===== src/sv/lxfd_pkg.sv =====
`timescale 1ns / 1ps
// ----------------------------------------------------------------------------
// lxfd_pkg
// Shared types and constants of the length/XOR frame deframer.
// ----------------------------------------------------------------------------
package lxfd_pkg;

  // Frame delimiters
  localparam logic [7:0] START_BYTE = 8'h5C;
  localparam logic [7:0] END_BYTE   = 8'h5D;

  localparam int unsigned ByteW   = 8;
  localparam int unsigned LenW    = 16;
  localparam int unsigned CfgIdxW = 2;

  // Configuration register indexes
  localparam logic [CfgIdxW-1:0] CFG_XOR_CHECK_EN = 2'd0;
  localparam logic [CfgIdxW-1:0] CFG_MAX_BODY_LEN = 2'd1;

  localparam logic [LenW-1:0] MAX_BODY_LEN_RST = 16'd2048;

  // Result codes
  typedef enum logic [2:0] {
    KIND_BODY     = 3'd0,
    KIND_COMMIT   = 3'd1,
    KIND_BAD_END  = 3'd2,
    KIND_BAD_XOR  = 3'd3,
    KIND_TOO_LONG = 3'd4
  } kind_e;

  // Parser phase, one-hot
  typedef enum logic [5:0] {
    PH_HUNT   = 6'b000001,
    PH_LEN_LO = 6'b000010,
    PH_LEN_HI = 6'b000100,
    PH_BODY   = 6'b001000,
    PH_CHECK  = 6'b010000,
    PH_END    = 6'b100000
  } phase_e;

  typedef struct packed {
    logic            xor_check_en;
    logic [LenW-1:0] max_body_len;
  } cfg_t;

  typedef struct packed {
    kind_e            kind;
    logic [ByteW-1:0] body_byte;
    logic [LenW-1:0]  byte_index;
    logic [LenW-1:0]  frame_length;
  } result_t;

endpackage


===== src/sv/lxfd_cfg_regs.sv =====
`timescale 1ns / 1ps
// ----------------------------------------------------------------------------
// lxfd_cfg_regs
// Configuration register file: index decode and the two control registers.
// ----------------------------------------------------------------------------
module lxfd_cfg_regs import lxfd_pkg::*; (
  input  logic               clk_i,
  input  logic               rst_ni,
  input  logic               cfg_valid_i,
  input  logic [CfgIdxW-1:0] cfg_index_i,
  input  logic [LenW-1:0]    cfg_data_i,
  output cfg_t               cfg_o
);

  cfg_t cfg_q, cfg_d;

  // Decode one write transfer; unknown indexes are dropped
  always_comb begin
    cfg_d = cfg_q;
    if (cfg_valid_i) begin
      unique case (cfg_index_i)
        CFG_XOR_CHECK_EN: cfg_d.xor_check_en = cfg_data_i[0];
        CFG_MAX_BODY_LEN: cfg_d.max_body_len = cfg_data_i;
        default:          cfg_d = cfg_q;
      endcase
    end
  end

  always_ff @(posedge clk_i or negedge rst_ni) begin
    if (!rst_ni) begin
      cfg_q.xor_check_en <= 1'b1;
      cfg_q.max_body_len <= MAX_BODY_LEN_RST;
    end else begin
      cfg_q <= cfg_d;
    end
  end

  assign cfg_o = cfg_q;

endmodule


===== src/sv/lxfd_in_stage.sv =====
`timescale 1ns / 1ps
// ----------------------------------------------------------------------------
// lxfd_in_stage
// Input register: holds one received byte until the parser consumes it.
// ----------------------------------------------------------------------------
module lxfd_in_stage import lxfd_pkg::*; (
  input  logic             clk_i,
  input  logic             rst_ni,
  input  logic             in_valid_i,
  output logic             in_ready_o,
  input  logic [ByteW-1:0] rx_byte_i,
  input  logic             take_i,     // parser consumes the held byte
  output logic             valid_o,
  output logic [ByteW-1:0] byte_o
);

  logic             valid_q, valid_d;
  logic [ByteW-1:0] byte_q;
  logic             load;

  // Room when empty or when the held byte leaves this cycle
  assign in_ready_o = !valid_q || take_i;
  assign load       = in_valid_i && in_ready_o;

  always_comb begin
    valid_d = valid_q;
    if (load) begin
      valid_d = 1'b1;
    end else if (take_i) begin
      valid_d = 1'b0;
    end
  end

  always_ff @(posedge clk_i or negedge rst_ni) begin
    if (!rst_ni) begin
      valid_q <= 1'b0;
    end else begin
      valid_q <= valid_d;
    end
  end

  always_ff @(posedge clk_i) begin
    if (load) begin
      byte_q <= rx_byte_i;
    end
  end

  assign valid_o = valid_q;
  assign byte_o  = byte_q;

endmodule


===== src/sv/lxfd_parser.sv =====
`timescale 1ns / 1ps
// ----------------------------------------------------------------------------
// lxfd_parser
// Frame state machine with length, byte count and running XOR; one byte
// per step, at most one result per byte.
// ----------------------------------------------------------------------------
module lxfd_parser import lxfd_pkg::*; (
  input  logic             clk_i,
  input  logic             rst_ni,
  input  logic             step_i,
  input  logic [ByteW-1:0] byte_i,
  input  cfg_t             cfg_i,
  output logic             res_valid_o,
  output result_t          res_o
);

  phase_e           phase_q, phase_d;
  logic [LenW-1:0]  len_q, len_d;
  logic [LenW-1:0]  seen_q, seen_d;
  logic [ByteW-1:0] xor_q, xor_d;
  logic [LenW-1:0]  len_new;
  logic [LenW-1:0]  seen_inc;

  assign len_new  = {byte_i, len_q[ByteW-1:0]};
  assign seen_inc = seen_q + LenW'(1);

  // Next state and result for the byte in the input register
  always_comb begin
    phase_d            = phase_q;
    len_d              = len_q;
    seen_d             = seen_q;
    xor_d              = xor_q;
    res_valid_o        = 1'b0;
    res_o.kind         = KIND_BODY;
    res_o.body_byte    = '0;
    res_o.byte_index   = '0;
    res_o.frame_length = len_q;
    if (step_i) begin
      unique case (phase_q)
        PH_LEN_LO: begin
          len_d   = {{(LenW-ByteW){1'b0}}, byte_i};
          phase_d = PH_LEN_HI;
        end
        PH_LEN_HI: begin
          len_d              = len_new;
          res_o.frame_length = len_new;
          if (len_new > cfg_i.max_body_len) begin
            phase_d     = PH_HUNT;
            res_valid_o = 1'b1;
            res_o.kind  = KIND_TOO_LONG;
          end else if (len_new == '0) begin
            phase_d = PH_CHECK;   // empty body, checksum is zero
          end else begin
            phase_d = PH_BODY;
          end
        end
        PH_BODY: begin
          xor_d            = xor_q ^ byte_i;
          seen_d           = seen_inc;
          res_valid_o      = 1'b1;
          res_o.kind       = KIND_BODY;
          res_o.body_byte  = byte_i;
          res_o.byte_index = seen_q;
          if (seen_inc >= len_q) begin
            phase_d = PH_CHECK;
          end
        end
        PH_CHECK: begin
          // checksum byte is always consumed
          if (cfg_i.xor_check_en && (byte_i != xor_q)) begin
            phase_d     = PH_HUNT;
            res_valid_o = 1'b1;
            res_o.kind  = KIND_BAD_XOR;
          end else begin
            phase_d = PH_END;
          end
        end
        PH_END: begin
          phase_d     = PH_HUNT;
          res_valid_o = 1'b1;
          res_o.kind  = (byte_i == END_BYTE) ? KIND_COMMIT : KIND_BAD_END;
        end
        default: begin
          // hunting for the start byte
          phase_d = PH_HUNT;
          if (byte_i == START_BYTE) begin
            len_d   = '0;
            seen_d  = '0;
            xor_d   = '0;
            phase_d = PH_LEN_LO;
          end
        end
      endcase
    end
  end

  always_ff @(posedge clk_i or negedge rst_ni) begin
    if (!rst_ni) begin
      phase_q <= PH_HUNT;
      len_q   <= '0;
      seen_q  <= '0;
      xor_q   <= '0;
    end else begin
      phase_q <= phase_d;
      len_q   <= len_d;
      seen_q  <= seen_d;
      xor_q   <= xor_d;
    end
  end

`ifndef NO_ASSERTIONS
  // Body count never reaches the declared length while still in the body
  assert property (@(posedge clk_i) disable iff (!rst_ni)
    phase_q == PH_BODY |-> seen_q < len_q)
    else $error("lxfd_parser: byte count at or past length in body");

  // A start byte while hunting opens a clean frame
  assert property (@(posedge clk_i) disable iff (!rst_ni)
    step_i && phase_q == PH_HUNT && byte_i == START_BYTE
    |=> phase_q == PH_LEN_LO && seen_q == '0 && xor_q == '0)
    else $error("lxfd_parser: frame start did not clear state");

  // Checksum byte leads to the end byte or back to hunting
  assert property (@(posedge clk_i) disable iff (!rst_ni)
    step_i && phase_q == PH_CHECK |=> phase_q == PH_END || phase_q == PH_HUNT)
    else $error("lxfd_parser: bad phase after checksum byte");
`endif

endmodule


===== src/sv/lxfd_out_reg.sv =====
`timescale 1ns / 1ps
// ----------------------------------------------------------------------------
// lxfd_out_reg
// Result register: holds one result item until the consumer takes it.
// ----------------------------------------------------------------------------
module lxfd_out_reg import lxfd_pkg::*; (
  input  logic    clk_i,
  input  logic    rst_ni,
  input  logic    load_i,
  input  result_t res_i,
  output logic    free_o,     // can take a result this cycle
  output logic    out_valid_o,
  input  logic    out_ready_i,
  output result_t res_o
);

  logic    valid_q, valid_d;
  result_t res_q;

  assign free_o = !valid_q || out_ready_i;

  always_comb begin
    valid_d = valid_q;
    if (load_i) begin
      valid_d = 1'b1;
    end else if (out_ready_i) begin
      valid_d = 1'b0;
    end
  end

  always_ff @(posedge clk_i or negedge rst_ni) begin
    if (!rst_ni) begin
      valid_q <= 1'b0;
    end else begin
      valid_q <= valid_d;
    end
  end

  always_ff @(posedge clk_i) begin
    if (load_i) begin
      res_q <= res_i;
    end
  end

  assign out_valid_o = valid_q;
  assign res_o       = res_q;

`ifndef NO_ASSERTIONS
  // Never overwrite a result that has not been transferred
  assert property (@(posedge clk_i) disable iff (!rst_ni)
    load_i && valid_q |-> out_ready_i)
    else $error("lxfd_out_reg: result overwritten before transfer");
`endif

endmodule


===== src/sv/length_xor_frame_deframer.sv =====
`timescale 1ns / 1ps
// ----------------------------------------------------------------------------
// length_xor_frame_deframer
// Byte-serial parser for 0x5C / length / body / XOR / 0x5D frames.
//
//   channel | handshake                 | payload
//   --------+---------------------------+------------------------------------
//   in      | in_valid_i, in_ready_o    | rx_byte_i
//   out     | out_valid_o, out_ready_i  | kind_o, body_byte_o, byte_index_o, frame_length_o
//   cfg     | cfg_valid_i, cfg_ready_o  | cfg_index_i, cfg_data_i
//
// One byte per cycle while the result register is not stalled. A byte is held
// in the input register, the state machine steps on it, and any result is
// registered in the result register, which drives out_valid_o.
// Reset clears the state machine and loads the register defaults.
// A stalled result register holds the parser; the input register still
// takes one more byte, then in_ready_o drops. Config writes are registered.
// ----------------------------------------------------------------------------
module length_xor_frame_deframer import lxfd_pkg::*; (
  input  logic               clk_i,
  input  logic               rst_ni,
  // input bytes
  input  logic               in_valid_i,
  output logic               in_ready_o,
  input  logic [ByteW-1:0]   rx_byte_i,
  // results
  output logic               out_valid_o,
  input  logic               out_ready_i,
  output logic [2:0]         kind_o,
  output logic [ByteW-1:0]   body_byte_o,
  output logic [LenW-1:0]    byte_index_o,
  output logic [LenW-1:0]    frame_length_o,
  // configuration writes
  input  logic               cfg_valid_i,
  output logic               cfg_ready_o,
  input  logic [CfgIdxW-1:0] cfg_index_i,
  input  logic [LenW-1:0]    cfg_data_i
);

  cfg_t             cfg;
  logic             s1_valid;
  logic [ByteW-1:0] s1_byte;
  logic             out_free;
  logic             step;
  logic             res_valid;
  result_t          res, res_out;

  assign cfg_ready_o = 1'b1;

  lxfd_cfg_regs u_cfg (
    .clk_i       (clk_i),
    .rst_ni      (rst_ni),
    .cfg_valid_i (cfg_valid_i),
    .cfg_index_i (cfg_index_i),
    .cfg_data_i  (cfg_data_i),
    .cfg_o       (cfg)
  );

  // Parser steps whenever a byte is held and the result register has room
  assign step = s1_valid && out_free;

  lxfd_in_stage u_in (
    .clk_i      (clk_i),
    .rst_ni     (rst_ni),
    .in_valid_i (in_valid_i),
    .in_ready_o (in_ready_o),
    .rx_byte_i  (rx_byte_i),
    .take_i     (step),
    .valid_o    (s1_valid),
    .byte_o     (s1_byte)
  );

  lxfd_parser u_parser (
    .clk_i       (clk_i),
    .rst_ni      (rst_ni),
    .step_i      (step),
    .byte_i      (s1_byte),
    .cfg_i       (cfg),
    .res_valid_o (res_valid),
    .res_o       (res)
  );

  lxfd_out_reg u_out (
    .clk_i       (clk_i),
    .rst_ni      (rst_ni),
    .load_i      (res_valid),
    .res_i       (res),
    .free_o      (out_free),
    .out_valid_o (out_valid_o),
    .out_ready_i (out_ready_i),
    .res_o       (res_out)
  );

  assign kind_o         = res_out.kind;
  assign body_byte_o    = res_out.body_byte;
  assign byte_index_o   = res_out.byte_index;
  assign frame_length_o = res_out.frame_length;

`ifndef NO_ASSERTIONS
  // Input side only stalls behind a stalled, full result register
  assert property (@(posedge clk_i) disable iff (!rst_ni)
    !in_ready_o |-> out_valid_o && !out_ready_i)
    else $error("length_xor_frame_deframer: input stalled without cause");

  // A held byte is stepped on whenever the output side is free
  assert property (@(posedge clk_i) disable iff (!rst_ni)
    s1_valid && (!out_valid_o || out_ready_i) |-> step)
    else $error("length_xor_frame_deframer: parser idle with work pending");
`endif

endmodule

===== config.mk =====
export PLATFORM = sky130hd
export DESIGN_NAME = length_xor_frame_deframer
export DESIGN_NICKNAME = d
export VERILOG_FILES = /design/src/sv/lxfd_pkg.sv /design/src/sv/lxfd_cfg_regs.sv /design/src/sv/lxfd_in_stage.sv /design/src/sv/lxfd_parser.sv /design/src/sv/lxfd_out_reg.sv /design/src/sv/length_xor_frame_deframer.sv
export SDC_FILE = /design/constraint.sdc
export NUM_CORES = 1
export LEC_CHECK = 0
export ABC_AREA = 1
export BUFFER_PORTS_ARGS = -buffer_cell sky130_fd_sc_hd__buf_2
export CORE_UTILIZATION = 50
export CTS_BUF_LIST = sky130_fd_sc_hd__clkbuf_16
export DETAILED_ROUTE_END_ITERATION = 10
export GPL_TIMING_DRIVEN = 0
export PLACE_DENSITY = 0.71
export SYNTH_ARGS = -nofsm -noshare
export SYNTH_HDL_FRONTEND = slang
export SYNTH_SLANG_ARGS = --single-unit

===== constraint.sdc =====
create_clock -name clk_i -period 4.6 [get_ports clk_i]
set_clock_uncertainty 0.2 [all_clocks]
set_input_delay 0.69 -clock clk_i [delete_from_list [all_inputs] [get_ports clk_i]]
set_output_delay 0.69 -clock clk_i [all_outputs]
set_load 0.02 [all_outputs]

### Yosys cells after proc, flatten, opt, wreduce, memory -nomap -nowiden

Index checks and enable logic that the tools add are counted.

* bitwise gates (word level): 4
* reduce and logical (&&, ||, !) cells: 24
* eq/ne operators: 10
* multipliers: 0
* mux-type cells: 25
* order comparisons: 2
* shifts and indexed selects: 0
* add/sub/neg operators: 1
* divide/modulo/power cells: 0

Operators by type and width (number)
* $mux 16: 3
* $pmux 16 s3: 1
* $pmux 16 s2: 1
* $pmux 6 s5: 1
* $add 16x1->16 const B: 1
* $eq 8x7->1 const B: 2
* $ge 16x16->1: 1
* $gt 16x16->1: 1
* $logic_not 16->1: 1
* $pmux 8 s2: 1
* $mux 6: 2
* $mux 5: 2
* $pmux 3 s3: 1
* $mux 8: 1
* $ne 8x8->1: 1
* $reduce_and 2->1: 4
* $reduce_bool 2->1: 4
* $xor 8x8->8: 1
* $mux 1: 7
* $eq 6x2->1 const B: 1
* $eq 6x3->1 const B: 1
* $eq 6x4->1 const B: 1
* $eq 6x5->1 const B: 1
* $eq 6x6->1 const B: 1
* 16 further kinds: 25

* bits in writable memories: 0
* memories kept: 0
* word-level logic and storage cells: 80
* bits in read-only memories: 0
* register bits: 116
* latch bits: 0
* input bits: 31

### Longest topological paths before layout

* depth in word-level cells: 6
* depth in mapped cells: 18
* depth with buffers taken out: 18

### Cells and area by module

From an unflattened synthesis, not the netlist that was laid out.

* cells, all modules: 659
* area total of the unflattened synthesis: 6222.2 µm²

By module, submodules not included
* lxfd_parser: area each 3846.2 µm², sequential area each 1152.4 µm², instances 1, cells an instance 515
* lxfd_out_reg: area each 1336.3 µm², sequential area each 1316.3 µm², instances 1, cells an instance 48
* lxfd_cfg_regs: area each 735.7 µm², sequential area each 427.9 µm², instances 1, cells an instance 78
* lxfd_in_stage: area each 285.3 µm², sequential area each 265.3 µm², instances 1, cells an instance 14
* length_xor_frame_deframer: area each 18.8 µm², sequential area each 0.0 µm², instances 1, cells an instance 4

### Worst setup path before layout

Ideal clock, no wire load.

* kind: input to register
* start: input out_ready_i
* end: register u_out.res_q, in the netlist u_out.res_o[0], enable pin
* required time: 3.739 ns
* buffers on the path: 1
* slack: 1.376 ns
* stages: 7
* data arrival time: 2.363 ns
* cell sequence: inv_1 nand2_1 nand2_1 nor2_4 inv_2 buf_2 nand3_1

* longest elaborated chain between the ends: 3

Ends and longest elaborated chain
* from (decl): line length_xor_frame_deframer.sv:28 `input logic out_ready_i,`
* $logic_or 1x1->1: line lxfd_out_reg.sv:20 `assign free_o = !valid_q || out_ready_i;`
* $logic_and 1x1->1: line length_xor_frame_deframer.sv:60 `assign step = s1_valid && out_free;`
* $mux 1: line lxfd_parser.sv:38 `if (step_i) begin`
* named net res_valid: line length_xor_frame_deframer.sv:45 `logic res_valid;`
* to (signal assigned): line lxfd_out_reg.sv:41 `res_q <= res_i;`
* to (decl): line lxfd_out_reg.sv:18 `result_t res_q;`

The timed path passes the listed nets, and every way through them passes these cells.
A chain may end at the register's enable or synchronous reset.

### Final worst setup path

* start: register u_parser.seen_q[0]
* end: register u_parser.phase_q[2]

* longest elaborated chain between the ends: 4

Ends and longest elaborated chain
* from (decl): line lxfd_parser.sv:19 `logic [LenW-1:0] seen_q, seen_d;`
* from (signal assigned): line lxfd_parser.sv:106 `seen_q <= seen_d;`
* $add 16x1->16: line lxfd_parser.sv:25 `assign seen_inc = seen_q + LenW'(1);`
* $ge 16x16->1: line lxfd_parser.sv:64 `if (seen_inc >= len_q) begin`
* $ne 2x1->1 (no source line)
* $reduce_and 2->1 (no source line)
* to (signal assigned): line lxfd_parser.sv:104 `phase_q <= phase_d;`
* to (decl): line lxfd_parser.sv:17 `phase_e phase_q, phase_d;`

No other way between the ends.

==> impl_summary.txt <==
----------------------------------------------------
[Status]
  Run status ... complete, but fails checks
  Failing checks ... DRC

[Floorplan]
  Die width ... ~110 um
  Initial core utilization ... about half
  Num rows ... 39
  Core Area ... approximately 12000 um^2
  Floorplan die area ... 12400 um^2
  I/O pin count ... between 70 and 80
  Height of the die ... approximately 110 um

[Detailed routing]
  DR vias/cell ... around 5.2
  Routed via count ... 4613
  Number of DRC violations after detailed-routing iteration 0 ... 277
  Post-route ant nets ... 0
  Routed wire length ... approximately 13000 um
  Routed len/inst ... 14.8 um
  Residual DRC ... 12
  Number of iterations in the first detailed-routing pass ... 7

[STA]
  Final setup violation count ... 0
  Final Hold Fails ... 0
  Max_slew headroom ... 43.6%
  Slew Viols, Final ... 0
  Final period demand of the worst path ... between 3 and 4 ns
  RSZ-0062 raised after global routing ... false
  Pin slew with the least headroom to its limit ... ~0.85 ns
  Max frequency ... 301 MHz
  Setup TNS ... 0 ns
  Worst hold slack ... roughly 0.17 ns
  Post-route fraction of the period consumed by the critical path ... between 70% and 80%

[Final layout]
  Share of post-route cells with drive strength above 1 ... a little under a quarter
  Final net count ... around 800
  Area growth syn-to-layout ... 19.4%
  Finished layout cell area ... between 7000 and 8000 um^2
  Antenna cell count ... 0
  Post-route insts no fill ... 883

[Synth]
  Most common library cells after synthesis ... 140 x nand2_1, 93 x inv_1, 62 x dfrtp_1, 62 x nor2_1, 51 x edfxtp_1
  Share of synthesized flip-flops with an asynchronous set or reset ... 56.0%
  Most instantiated library cell after synthesis ... nand2_1
  Synthesis warning total ... 0
  Number of enable-type register cells in the synthesized netlist ... 51
  Post-synthesis instance total ... roughly 630
  Count of state elements after synthesis ... around 120
  Sequential-to-total area share from yosys stat ... between 50% and 60%
  Area of the mapped netlist ... roughly 6000 um^2
  Most frequently used flop master after synthesis ... dfrtp_1
  Top-area cell type share of the netlist area ... between 20% and 30%
  Leading post-synthesis cells by cell area ... dfrtp_1 26%, edfxtp_1 26%, nand2_1 8.8%
  Syn Nets ... 696
  Unique masters post-synth ... 43
  Mapped Avg Cell Area ... roughly 9.5 um^2
  Post-synthesis cell type with the largest combined area ... dfrtp_1

[Power and ir drop]
  Worst IR drop on VDD ... between 0.0002 and 0.00025 V
  Switching share of power ... between 20 and 25%
  Sequential share of power ... a little over two fifths
  Internal Power ... 2090 uW
  Clk pwr share ... 45.9%
  Net switching power ... about 680 uW
  Power density relative to cell area ... slightly below 400 nW/um^2
  Leakage power summed over all cells ... roughly 0.0033 uW
  Part of the power in combinational logic ... between 10% and 20%

[Global route]
  Largest net degree at the start of global routing ... 66
  Number of antenna violations at the first check in global routing ... 0
  Vias in the first global route ... 4646
  First-pass GRT wire length ... 22200 um
  Global-route congestion overflow total ... 0
  All-layer global routing usage ... 23.6%

[Clock network]
  Latest clock arrival within the worst-skew pair ... about 0.42 ns
  CTS root buffer ... clkbuf_16
  Buffer levels on the longest clock path ... 2
  Count of clock tree sinks ... about 120
  CTS tree ... yes
  Hold_buf cts ... 0
  Count of buffers added by post-CTS timing repair for setup ... 0
  Number of buffers created by CTS ... 17
  H-tree level count ... 4
  Clock transition at the registers of the reported paths ... about 0.050 ns
  Count of cells resized by post-cts repair ... 0

[Placement]
  Port-buffer cells ... 75
  Half-perimeter wire length of the detailed placement result ... between 9000 and 10000 um
  Cell area after placement ... 6570 um^2
  Cells after DPL ... between 800 and 900
  Routability congestion estimate ... 0.886

[Critical path]
  Kind of end point of the critical path ... register
  Largest driver fanout on the critical path ... 10
  Arrival time at the worst endpoint ... 3.41 ns
  Critical path class ... reg2reg
  Data required time of the critical path ... about 4.7 ns
  Worst Setup Start Kind ... register

[Hold path]
  Kind of path behind the tightest hold check ... in2async

[Flow run]
  Number of max-cap violations ... 0

----------------------------------------------------
-- layer usage --
layer / wire (um) / track usage, %
met1: 5930 / 30.0
met2: 6330 / 38.7
met3: 541 / 5.19
met4: 284 / 10.5
met5: 0 / 0
-- registers in the layout, indices dropped and copies added, names as in the netlist --
signal and flops:
u_out.out_valid_o 1, u_parser.len_q 16, u_out.res_o 43, u_parser.xor_q 8, u_cfg.cfg_o 17, u_parser.seen_q 16, u_in.byte_o 8, u_parser.phase_q 6
u_in.valid_o 1
-- critical path, stage by stage (launching register included) --
cell,delay (ns)
dfrtp_1,0.46
ha_1,0.24
nand3_1,0.14
nor2_1,0.17
nand4_1,0.20
or2_2,0.33
nand2_1,0.11
inv_1,0.05
ha_1,0.27
nand2_1,0.05
inv_1,0.06
nand3_1,0.06
nor2_1,0.18
nand3_1,0.10
nand4_1,0.13
nand2_1,0.09
buf_2,0.18
nand2_1,0.07
o21ai_0,0.08
-- through the flow --
| stage | utilization [%] | power (uW) | worst slack [ns] |
|---|---|---|---|
| finish | 62.0 | 2770 | 1.28 |
| global route | 62.0 | 2890 | 0.954 |
| CTS | 62.0 | 2790 | 1.26 |
| detailed placement | 57.0 | 1510 | 1.30 |
| global placement | 56.7 | 1490 | 0.432 |
| floorplan | - | 1410 | 1.38 |
-- power by group through the flow --
stage | logic (uW) | clock network [uW] | registers [uW]
5_1_grt | 360 | 1340 | 1190
2_1_floorplan | 226 | 0 | 1190
3_5_place_dp | 307 | 0 | 1200
4_1_cts | 311 | 1290 | 1190
3_3_place_gp | 291 | 0 | 1200
6_report | 310 | 1270 | 1190
-- cells in the final DEF (no fill, tap or decap), types with 2 or more instances in the layout --
cell,instances
nand4_1,11
nor3_2,3
o22ai_2,11
inv_2,5
o21ai_1,11
xnor2_1,3
buf_4,2
bufinv_16,3
o21ai_0,20
nor2_2,3
buf_2,78
a21oi_1,30
clkinv_1,4
nor2_1,62
ha_1,33
inv_1,94
nand3_1,20
nand2_2,5
nor3_1,6
clkinv_2,6
clkbuf_1,5
buf_12,2
nand2_1,140
dfstp_2,3
nor2_4,3
nand3_2,2
dfrtp_1,62
edfxtp_1,51
o21ai_2,18
xor2_1,8
a21o_1,2
clkbuf_16,17
-- cell families (layout without fill, tap and decap cells) --
family / after synthesis / count (layout) / share of synthesized area [%]
other: 1 / 1 / 0.0628
XOR/XNOR: 11 / 11 / 1.61
AND/OR/NAND/NOR: 264 / 264 / 19.9
flip-flops: 116 / 116 / 52.9
AO/OA/AOI/OAI: 95 / 95 / 10.7
buffers and inverters: 112 / 220 / 7.89
adder cells (fa/ha/maj): 33 / 33 / 6.91
-- layout make-up --
class | instances | area, um^2
fill | 995 | 4380
sequential | 116 | 3160
multi-input combinational | 404 | 2350
clock buffer | 17 | 425
timing repair buffer | 76 | 405
inverter | 99 | 374
tap | 143 | 179
clock inverter | 15 | 146
buffer | 13 | 97.6
-- worst paths after layout --
path / from / endpoint / slack, ns / cells past startpoint
setup / recovery: u_parser.seen_q[0] / u_parser.phase_q[2] / 1.28 / 18
hold / removal: rst_ni / u_cfg.cfg_o[8] / 0.17 / 1
setup reg to reg: u_parser.seen_q[0] / u_parser.phase_q[2] / 1.28 / 18
hold reg to reg: u_cfg.cfg_o[11] / u_cfg.cfg_o[11] / 0.29 / 2
max in group asynchronous: rst_ni / u_parser.seen_q[13] / 3.47 / 1
min in group clk_i: rx_byte_i[6] / u_in.byte_o[6] / 0.24 / 1
No activity file was read; power rests on OpenSTA's default activity.
